## src/assert_macros.svh

```systemverilog
// assertion macros used by the top-level rtl file
// no dependencies
`ifndef ASSERT_MACROS_SVH
`define ASSERT_MACROS_SVH

// clocked check, off during reset
`define CHK_CLK(label, clk, rst_n, prop, msg) \
    label: assert property (@(posedge clk) disable iff (!rst_n) (prop)) else $error(msg);

// clocked check, also checked during reset
`define CHK_ALWAYS(label, clk, prop, msg) \
    label: assert property (@(posedge clk) (prop)) else $error(msg);

`endif

```

## src/srlm_pkg.sv

```systemverilog
// shared constants for the stereo rms level meter
// no dependencies
`default_nettype none

package srlm_pkg;

    localparam int unsigned CFG_IDX_W = 1;
    localparam int unsigned CFG_DATA_W = 16;

    localparam logic [CFG_IDX_W-1:0] CFG_SMOOTHING_GAIN = 1'b0;
    localparam logic [CFG_IDX_W-1:0] CFG_FULL_SCALE = 1'b1;

    localparam logic [15:0] GAIN_RESET = 16'd4588;
    localparam logic [15:0] FULL_SCALE_RESET = 16'd11141;

    localparam int unsigned IN_DATA_W = 32;
    localparam int unsigned OUT_DATA_W = 80;
    localparam int unsigned SMOOTH_W = 24;

    typedef struct packed {
        logic [31:0] buffer_count;
        logic [15:0] scaled_level;
        logic [15:0] smoothed_level;
        logic [15:0] rms_level;
    } t_result;

endpackage

`default_nettype wire

```

## src/srlm_div.sv

```systemverilog
// iterative restoring divider, one quotient bit per cycle
// no dependencies
`default_nettype none

module srlm_div #(
    parameter int unsigned DIVIDEND_W = 40,
    parameter int unsigned DIVISOR_W = 16
) (
    input  wire logic                  i_clk,
    input  wire logic                  i_rst_n,
    input  wire logic                  i_start,
    input  wire logic [DIVIDEND_W-1:0] i_dividend,
    input  wire logic [DIVISOR_W-1:0]  i_divisor,
    output logic                       o_done,
    output logic [DIVIDEND_W-1:0]      o_quotient
);

    localparam int unsigned CNT_W = (DIVIDEND_W > 1) ? $clog2(DIVIDEND_W) : 1;
    localparam logic [CNT_W-1:0] LAST_STEP = CNT_W'(DIVIDEND_W - 1);

    logic                  r_busy;
    logic                  r_done;
    logic [CNT_W-1:0]      r_cnt;
    logic [DIVISOR_W-1:0]  r_rem;
    logic [DIVIDEND_W-1:0] r_quo;
    logic [DIVISOR_W-1:0]  r_dvs;

    logic [DIVISOR_W:0]    trial;
    logic [DIVISOR_W:0]    diff;
    logic                  ge;
    logic [DIVISOR_W-1:0]  n_rem;

    always_comb begin
        trial = {r_rem, r_quo[DIVIDEND_W-1]};
        diff  = trial - {1'b0, r_dvs};
        ge    = (trial >= {1'b0, r_dvs});
        n_rem = ge ? diff[DIVISOR_W-1:0] : trial[DIVISOR_W-1:0];
    end

    always_ff @(posedge i_clk) begin
        if (!i_rst_n) begin
            r_busy <= 1'b0;
            r_done <= 1'b0;
            r_cnt  <= '0;
        end else begin
            r_done <= 1'b0;
            if (i_start && !r_busy) begin
                r_busy <= 1'b1;
                r_cnt  <= '0;
            end else if (r_busy) begin
                r_cnt <= r_cnt + 1'b1;
                if (r_cnt == LAST_STEP) begin
                    r_busy <= 1'b0;
                    r_done <= 1'b1;
                end
            end
        end
    end

    always_ff @(posedge i_clk) begin
        if (i_start && !r_busy) begin
            r_rem <= '0;
            r_quo <= i_dividend;
            r_dvs <= i_divisor;
        end else if (r_busy) begin
            r_rem <= n_rem;
            r_quo <= {r_quo[DIVIDEND_W-2:0], ge};
        end
    end

    assign o_done     = r_done;
    assign o_quotient = r_quo;

endmodule

`default_nettype wire

```

## src/stereo_rms_level_meter_top.sv

```systemverilog
// a frame counted into a buffer that does not close it passes ST_SQ_L, ST_SQ_R and ST_SQ_ACC before ready returns
// a closing frame then runs the mean-square division, the 16-step square root, the smoothing
// multiply and the full-scale division; both divisions use the bit-serial divider
// one frame in work at a time; a finished result waits in the output register
// synchronous active-low reset clears sums, counts, smoothing state and restores config
`default_nettype none
`include "assert_macros.svh"

module stereo_rms_level_meter_top
    import srlm_pkg::*;
#(
    parameter int unsigned MAX_FRAMES = 256,
    parameter int unsigned SAMPLE_BITS = 16
) (
    input  wire logic                  i_clk,
    input  wire logic                  i_rst_n,
    // config write port
    input  wire logic                  i_cfg_we,
    input  wire logic [CFG_IDX_W-1:0]  i_cfg_idx,
    input  wire logic [CFG_DATA_W-1:0] i_cfg_data,
    // input beats
    input  wire logic                  i_s_axis_tvalid,
    output logic                       o_s_axis_tready,
    input  wire logic [IN_DATA_W-1:0]  i_s_axis_tdata,  // left_sample, right_sample
    input  wire logic                  i_s_axis_tlast,  // last_frame
    // result beats
    output logic                       o_m_axis_tvalid,
    input  wire logic                  i_m_axis_tready,
    output logic [OUT_DATA_W-1:0]      o_m_axis_tdata   // rms, smoothed, scaled, buffer_count
);

    localparam int unsigned CNT_W = $clog2(MAX_FRAMES + 1);
    localparam int unsigned SUM_W = 32 + $clog2(MAX_FRAMES);
    localparam int unsigned DIVS_W = (CNT_W + 1 > 16) ? CNT_W + 1 : 16;
    localparam int unsigned EXT_W = SAMPLE_BITS + 17;
    localparam logic [CNT_W-1:0] MAX_CNT = CNT_W'(MAX_FRAMES);

    localparam logic [3:0] ST_IDLE    = 4'd0;
    localparam logic [3:0] ST_SQ_L    = 4'd1;
    localparam logic [3:0] ST_SQ_R    = 4'd2;
    localparam logic [3:0] ST_SQ_ACC  = 4'd3;
    localparam logic [3:0] ST_MS_GO   = 4'd4;
    localparam logic [3:0] ST_MS_WAIT = 4'd5;
    localparam logic [3:0] ST_SQRT    = 4'd6;
    localparam logic [3:0] ST_SM_A    = 4'd7;
    localparam logic [3:0] ST_SM_B    = 4'd8;
    localparam logic [3:0] ST_SM_C    = 4'd9;
    localparam logic [3:0] ST_SC_GO   = 4'd10;
    localparam logic [3:0] ST_SC_WAIT = 4'd11;
    localparam logic [3:0] ST_DONE    = 4'd12;

    logic [3:0]          r_state;
    logic [15:0]         r_gain;
    logic [15:0]         r_full;
    logic [SUM_W-1:0]    r_sum;
    logic [CNT_W-1:0]    r_count;
    logic [SMOOTH_W-1:0] r_smooth;
    logic [31:0]         r_bufs;
    logic                r_last;
    logic [15:0]         r_lmag;
    logic [15:0]         r_rmag;
    logic [40:0]         r_prod;
    logic [40:0]         r_macc;
    logic [31:0]         r_x;
    logic [31:0]         r_res;
    logic [31:0]         r_bit;
    logic [15:0]         r_scaled;
    logic                r_out_valid;
    t_result             r_out;

    logic [15:0]         lmag;
    logic [15:0]         rmag;
    logic                accept;
    logic                out_free;
    logic [23:0]         mul_a;
    logic [16:0]         mul_b;
    logic [41:0]         sm_sum;
    logic [31:0]         rb_sum;
    logic                div_start;
    logic [SUM_W-1:0]    div_dividend;
    logic [DIVS_W-1:0]   div_divisor;
    logic                div_done;
    logic [SUM_W-1:0]    div_quo;

    // magnitude of a sample read as SAMPLE_BITS wide, scaled to Q0.16
    function automatic logic [15:0] halved_mag(input logic [15:0] raw);
        logic [EXT_W-1:0]       ext;
        logic [SAMPLE_BITS-1:0] v;
        logic [SAMPLE_BITS:0]   m;
        logic [EXT_W-1:0]       w;
        ext = EXT_W'(raw);
        v   = ext[SAMPLE_BITS-1:0];
        m   = v[SAMPLE_BITS-1] ? ((SAMPLE_BITS+1)'(1) << SAMPLE_BITS) - {1'b0, v}
                               : {1'b0, v};
        w   = (EXT_W'(m) << 16) >> SAMPLE_BITS;
        return w[15:0];
    endfunction

    always_comb begin
        lmag = halved_mag(i_s_axis_tdata[15:0]);
        rmag = halved_mag(i_s_axis_tdata[31:16]);
    end

    assign o_s_axis_tready = (r_state == ST_IDLE);
    assign accept          = i_s_axis_tvalid && o_s_axis_tready;
    assign out_free        = !r_out_valid || i_m_axis_tready;

    // shared multiplier operand select
    always_comb begin
        case (r_state)
            ST_SQ_L: begin
                mul_a = 24'(r_lmag);
                mul_b = 17'(r_lmag);
            end
            ST_SQ_R: begin
                mul_a = 24'(r_rmag);
                mul_b = 17'(r_rmag);
            end
            ST_SM_A: begin
                mul_a = r_smooth;
                mul_b = 17'h10000 - {1'b0, r_gain};
            end
            ST_SM_B: begin
                mul_a = {r_res[15:0], 8'b0};
                mul_b = {1'b0, r_gain};
            end
            default: begin
                mul_a = '0;
                mul_b = '0;
            end
        endcase
    end

    always_ff @(posedge i_clk) begin
        r_prod <= 41'(mul_a) * 41'(mul_b);
    end

    assign sm_sum = {1'b0, r_macc} + {1'b0, r_prod};
    assign rb_sum = r_res + r_bit;

    // divider operands
    always_comb begin
        div_start    = 1'b0;
        div_dividend = r_sum;
        div_divisor  = DIVS_W'({r_count, 1'b0});
        if (r_state == ST_MS_GO) begin
            div_start = (r_count != '0);
        end else if (r_state == ST_SC_GO) begin
            div_start    = (r_full != '0);
            div_dividend = SUM_W'({r_smooth, 8'b0});
            div_divisor  = DIVS_W'(r_full);
        end
    end

    srlm_div #(
        .DIVIDEND_W (SUM_W),
        .DIVISOR_W  (DIVS_W)
    ) u_div (
        .i_clk      (i_clk),
        .i_rst_n    (i_rst_n),
        .i_start    (div_start),
        .i_dividend (div_dividend),
        .i_divisor  (div_divisor),
        .o_done     (div_done),
        .o_quotient (div_quo)
    );

    // config registers
    always_ff @(posedge i_clk) begin
        if (!i_rst_n) begin
            r_gain <= GAIN_RESET;
            r_full <= FULL_SCALE_RESET;
        end else if (i_cfg_we) begin
            case (i_cfg_idx)
                CFG_SMOOTHING_GAIN: r_gain <= i_cfg_data;
                CFG_FULL_SCALE:     r_full <= i_cfg_data;
                default: ;
            endcase
        end
    end

    // sequencer and accumulation state
    always_ff @(posedge i_clk) begin
        if (!i_rst_n) begin
            r_state     <= ST_IDLE;
            r_sum       <= '0;
            r_count     <= '0;
            r_smooth    <= '0;
            r_bufs      <= '0;
            r_out_valid <= 1'b0;
        end else begin
            if (r_state == ST_DONE && out_free) begin
                r_out_valid <= 1'b1;
            end else if (r_out_valid && i_m_axis_tready) begin
                r_out_valid <= 1'b0;
            end
            case (r_state)
                ST_IDLE: begin
                    if (accept) begin
                        if (r_count < MAX_CNT) begin
                            r_state <= ST_SQ_L;
                        end else if (i_s_axis_tlast) begin
                            r_state <= ST_MS_GO;
                        end
                    end
                end
                ST_SQ_L: r_state <= ST_SQ_R;
                ST_SQ_R: begin
                    r_sum   <= r_sum + SUM_W'(r_prod);
                    r_state <= ST_SQ_ACC;
                end
                ST_SQ_ACC: begin
                    r_sum   <= r_sum + SUM_W'(r_prod);
                    r_count <= r_count + 1'b1;
                    r_state <= r_last ? ST_MS_GO : ST_IDLE;
                end
                ST_MS_GO: begin
                    r_state <= (r_count != '0) ? ST_MS_WAIT : ST_SQRT;
                end
                ST_MS_WAIT: begin
                    if (div_done) begin
                        r_state <= ST_SQRT;
                    end
                end
                ST_SQRT: begin
                    if (r_bit == '0) begin
                        r_state <= ST_SM_A;
                    end
                end
                ST_SM_A: r_state <= ST_SM_B;
                ST_SM_B: r_state <= ST_SM_C;
                ST_SM_C: begin
                    r_smooth <= sm_sum[SMOOTH_W+15:16];
                    r_state  <= ST_SC_GO;
                end
                ST_SC_GO: begin
                    r_state <= (r_full != '0) ? ST_SC_WAIT : ST_DONE;
                end
                ST_SC_WAIT: begin
                    if (div_done) begin
                        r_state <= ST_DONE;
                    end
                end
                ST_DONE: begin
                    if (out_free) begin
                        r_bufs      <= r_bufs + 1'b1;
                        r_sum       <= '0;
                        r_count     <= '0;
                        r_state     <= ST_IDLE;
                    end
                end
                default: r_state <= ST_IDLE;
            endcase
        end
    end

    // payload registers
    always_ff @(posedge i_clk) begin
        if (accept) begin
            r_lmag <= lmag;
            r_rmag <= rmag;
            r_last <= i_s_axis_tlast;
        end
        if (r_state == ST_SM_B) begin
            r_macc <= r_prod;
        end
        // square root, two radicand bits per step
        if (r_state == ST_MS_GO && r_count == '0) begin
            r_x   <= '0;
            r_res <= '0;
            r_bit <= 32'h4000_0000;
        end else if (r_state == ST_MS_WAIT && div_done) begin
            r_x   <= div_quo[31:0];
            r_res <= '0;
            r_bit <= 32'h4000_0000;
        end else if (r_state == ST_SQRT && r_bit != '0) begin
            if (r_x >= rb_sum) begin
                r_x   <= r_x - rb_sum;
                r_res <= (r_res >> 1) + r_bit;
            end else begin
                r_res <= r_res >> 1;
            end
            r_bit <= r_bit >> 2;
        end
        if (r_state == ST_SC_GO && r_full == '0) begin
            r_scaled <= (r_smooth != '0) ? 16'hFFFF : 16'h0000;
        end else if (r_state == ST_SC_WAIT && div_done) begin
            r_scaled <= (|div_quo[SUM_W-1:16]) ? 16'hFFFF : div_quo[15:0];
        end
        if (r_state == ST_DONE && out_free) begin
            r_out.rms_level      <= r_res[15:0];
            r_out.smoothed_level <= r_smooth[SMOOTH_W-1:8];
            r_out.scaled_level   <= r_scaled;
            r_out.buffer_count   <= r_bufs + 1'b1;
        end
    end

    assign o_m_axis_tvalid = r_out_valid;
    assign o_m_axis_tdata  = r_out;

    `CHK_CLK(a_count_bound, i_clk, i_rst_n, r_count <= MAX_CNT,
        "frame count beyond buffer limit")
    `CHK_CLK(a_clear_on_result, i_clk, i_rst_n,
        (r_state == ST_DONE && out_free) |=> (r_count == '0 && r_sum == '0 && r_out_valid),
        "buffer not cleared when result loaded")
    `CHK_CLK(a_rms_range, i_clk, i_rst_n,
        o_m_axis_tvalid |-> (o_m_axis_tdata[15:0] <= 16'd32768),
        "rms level out of range")
    `CHK_CLK(a_bufs_step, i_clk, i_rst_n,
        (r_bufs != $past(r_bufs)) |-> (r_bufs == $past(r_bufs) + 32'd1),
        "buffer count jumped")

endmodule

`default_nettype wire

```

## config.mk

```make
export PLATFORM = sky130hd
export DESIGN_NAME = stereo_rms_level_meter_top
export DESIGN_NICKNAME = d
export VERILOG_FILES = /design/src/srlm_pkg.sv /design/src/srlm_div.sv /design/src/stereo_rms_level_meter_top.sv
export VERILOG_INCLUDE_DIRS = /design/src /design/src/src
export SDC_FILE = /design/constraint.sdc
export NUM_CORES = 2
export LEC_CHECK = 0
export BUFFER_PORTS_ARGS = -buffer_cell sky130_fd_sc_hd__buf_4
export CAP_MARGIN = 20
export CORE_ASPECT_RATIO = 2
export CORE_MARGIN = 3
export CORE_UTILIZATION = 45
export CTS_BUF_LIST = sky130_fd_sc_hd__clkbuf_8
export DETAILED_ROUTE_END_ITERATION = 8
export GPL_TIMING_DRIVEN = 0
export SLEW_MARGIN = 20
export SYNTH_ARGS = -nofsm -noshare
export SYNTH_HDL_FRONTEND = slang
export SYNTH_SLANG_ARGS = --single-unit
```

## constraint.sdc

```tcl
create_clock -name i_clk -period 8.3 [get_ports i_clk]
set_input_delay 0.83 -clock i_clk [delete_from_list [all_inputs] [get_ports i_clk]]
set_output_delay 0.83 -clock i_clk [all_outputs]
set_load 0.05 [all_outputs]
```

==> reports/results.tsv <==
metric	value	unit
status	finished, violations left	
violated checks	negative setup slack	
Rows	154	
buffers added on ports	135	
Clock Skew	0.0522	ns
Die H	428	µm
dpl hpwl	117	mm
Setup Viol. Count Final	4	
Clock Path Buffers	3	
area grow syn2layout	13.0	%
Final Cycle Share	1.01	
relative slew slack	0.193	
clock input transition at the sequential cells of the worst setup and hold paths	0.06	ns
Final Max Tran Viols	0	
final hold vios	0	
synth top area cells	edfxtp_1 17%, fa_1 17%, dfxtp_1 14%	
Post-Route WL	143	mm
total grt overflow	0	
maximum clock frequency	120	MHz
CP Max Fanout	5	
CTS tree	yes	
Mean Syn Cell Area	8.90	µm²
Initial Util	0.455	
Setup WS pre-CTS	-2.63	ns
CP most frequent cell	fa_1	
max_cap viols	0	
GP Congestion	1.05	
vias in the first global route	35600	
Critical-path top delay cell	fa_1	
first-pass GRT wire length	212	mm
CORE AREA	88200	µm²
Post-DRT Antenna Nets	0	
drt first pass iters	6	
Worst EP arrival	8.95	ns
CP required	8.90	ns
Worst Hold Class	input port to flop	
Worst-Margin Slew	1.21	ns
setup TNS	-0.107	ns
fillers	8563	
clock tree sinks	511	
RSZ-0062 raised after global routing	yes	
Vias/cell	5.71	
clock latency on the worst-skew pair	0.77	ns
post-synth top area share	0.168	
slowest stage delay, CP	0.57	ns
flops & latches, synth	511	
Leakage	19.7	nW
total CTS buffers	79	
WL/cell	23.9	µm
Mapped Nets	5171	
share of post-route cells with drive strength above 1	0.104	
Layout Nets	5427	
mapped cell area	40100	µm²
largest net degree at the start of global routing	50	
Pwr Density	242	nW/µm²
top cell type by total area after synthesis	edfxtp_1	
vias	34300	
hold buffer count at CTS	0	
Unique masters post-synth	89	
Crit Path Class	flop to flop	
full die area	93000	µm²
Die Span X	217	µm
H-Tree Depth	3	
Max VDD drop	0.000152	V
num ports	137	
Final min period	8.35	ns
Worst setup EP type	flop	
initial drt markers	2154	
Clk Tree Root Cell	clkbuf_8	
antenna violations before repair	3	
startpoint types	flop	
sequential fraction of the synthesis area	0.311	
top_reg_cell synth	dfxtp_1	
drt drc	0	
YS warnings	0	
final setup margin	-0.0503	ns
fin util	0.514	
All-Layer GR Usage	0.306	
Mapped Cells	4508	
fraction of registers with async set/reset	0	
EDFF count, synth	225	
[what timing repair did]
| item | 4_1_cts | 5_1_grt |
|---|---|---|
| setup endpoints to repair | 25 | 16 |
| pin swaps | 25 | 12 |
| gates cloned | 0 | 0 |
| gates resized for setup | 163 | 47 |
| buffers inserted | 26 | 8 |
[layout make-up]
cell class | count | area [µm²] | share of cell area
Tap cell | 1170 | 1460 | 0.0323
Inverter | 490 | 1840 | 0.0406
Antenna cell | 3 | 7.51 | 0.000165
Sequential cell | 511 | 12500 | 0.275
Clock inverter | 62 | 528 | 0.0116
Clock buffer | 85 | 1170 | 0.0258
Multi-Input combinational cell | 3306 | 25400 | 0.560
Buffer | 194 | 987 | 0.0218
Timing Repair Buffer | 182 | 1490 | 0.0327
[power by group]
group | switching (mW) | leakage [nW] | internal [mW] | total, mW
sequential | 0.307 | 4.44 | 2.90 | 3.21
clock | 1.15 | 0.930 | 1.19 | 2.35
combinational | 3.50 | 14.4 | 1.93 | 5.43
[placed cells by master (no fill, tap or decap), types with 13 or more instances in the layout]
master      n
dfxtp_1   283
nand2b_1   27
nand3_1    99
nand2_2    14
o21a_1     36
clkbuf_2   18
o22ai_1    16
o21bai_1   27
edfxtp_1  225
a22oi_1    52
nor4_1     24
a21oi_1   256
xor2_1    107
nor2_1    326
and2_1     39
o31ai_1    19
nand2_1   753
nor3_1     28
buf_4     176
clkbuf_1  110
clkinv_2   15
o21ai_0   160
clkbuf_4   26
xnor2_1   152
o211ai_1   13
nor2b_1    31
clkbuf_8   91
or3_1      39
nand4_1    43
a21o_1     69
a31oi_1    71
a211oi_1   25
mux2i_1    24
inv_1     498
fa_1      330
ha_1      274
and3_1     25
[metal layers]
layer | global-route usage | wire [µm] | share of wire
met1 | 0.272 | 43000 | 0.30
met2 | 0.579 | 76300 | 0.53
met3 | 0.0439 | 7180 | 0.050
met4 | 0.282 | 16900 | 0.12
met5 | 0 | 16 | 0.00011
[cell usage after synthesis (8+ instances only)]
cell and count:
a21oi_1 261, a31oi_1 74, mux2i_1 24, o21ai_0 169, nand2b_1 29, a21o_1 69, buf_2 11, and3_1 27
a22oi_1 61, o31ai_1 20, a21boi_0 8, ha_1 277, buf_1 18, edfxtp_1 225, fa_1 331, o21a_1 36
a211oi_1 27, nand3_1 104, nor2_1 331, nand3b_1 9, dfxtp_1 286, xor2_1 107, o21bai_1 27, and4_1 12
inv_1 488, or3_1 41, clkbuf_1 168, nand4_1 43, nand2_1 757, nor4_1 26, a22o_1 12, and2_1 41
nand2_2 10, o211ai_1 13, o22ai_1 16, nor3_1 30, xnor2_1 153, nor2b_1 32
[flip-flops by register name, summed over array words and instances, names as in the netlist, 4 cells and up]
register,count
r_res,32
r_rmag,16
r_macc,40
u_div.o_quotient,40
r_bufs,32
r_scaled,16
r_x,32
r_sum,40
r_prod,40
r_gain,16
r_lmag,16
u_div.r_rem,16
u_div.r_cnt,6
r_bit,16
r_smooth,24
o_m_axis_tdata,80
u_div.r_dvs,16
r_state,4
r_count,9
r_full,16
[path summary, 6_finish.rpt]
kind	start	to	slack, ns	depth (start not counted)
max	r_gain[0]$_SDFFE_PN0P_	r_prod[39]$_DFF_P_	-0.05	32
min	i_s_axis_tdata[16]	r_rmag[0]$_DFFE_PP_	0.26	1
min reg2reg	r_scaled[11]$_DFFE_PP_	o_m_axis_tdata[43]$_DFFE_PP_	0.41	0
max reg2reg	r_gain[0]$_SDFFE_PN0P_	r_prod[39]$_DFF_P_	-0.05	32
[logic make-up after synthesis]
kind of cell               count (synthesis)  share of synthesized area
buffers and inverters                    691                     0.0654
xor gates and xnor gates                 260                     0.0567
muxes                                     25                    0.00627
and+or+nand+nor                         1524                      0.168
adders and majority gates                608                      0.251
AOI/OAI and AO/OA                        889                      0.141
DFF                                      511                      0.311
[metrics by stage]
| step | total power, mW | area (µm²) | hold slack [ns] | cells |
|---|---|---|---|---|
| after floorplan | 6.41 | 40100 | 0.400 | 4508 |
| after detailed placement | 8.26 | 42800 | 0.405 | 5826 |
| after CTS | 10.9 | 45200 | 0.190 | 5994 |
| after global routing | 11.5 | 45400 | 0.227 | 6001 |
| final | 11.0 | 45400 | 0.261 | 6003 |
| after global placement | 8.22 | 42600 | 0.405 | 5813 |
[critical path: cells and delay by family (launching register included)]
family          cells  cell delay, ns
fa+ha+maj           7            3.37
simple gates        8            2.11
compound gates      8            1.58
buf+inv             7            0.56
flops               1            0.34
xor+xnor            2            0.23
Power figures use the tool's default switching activity.
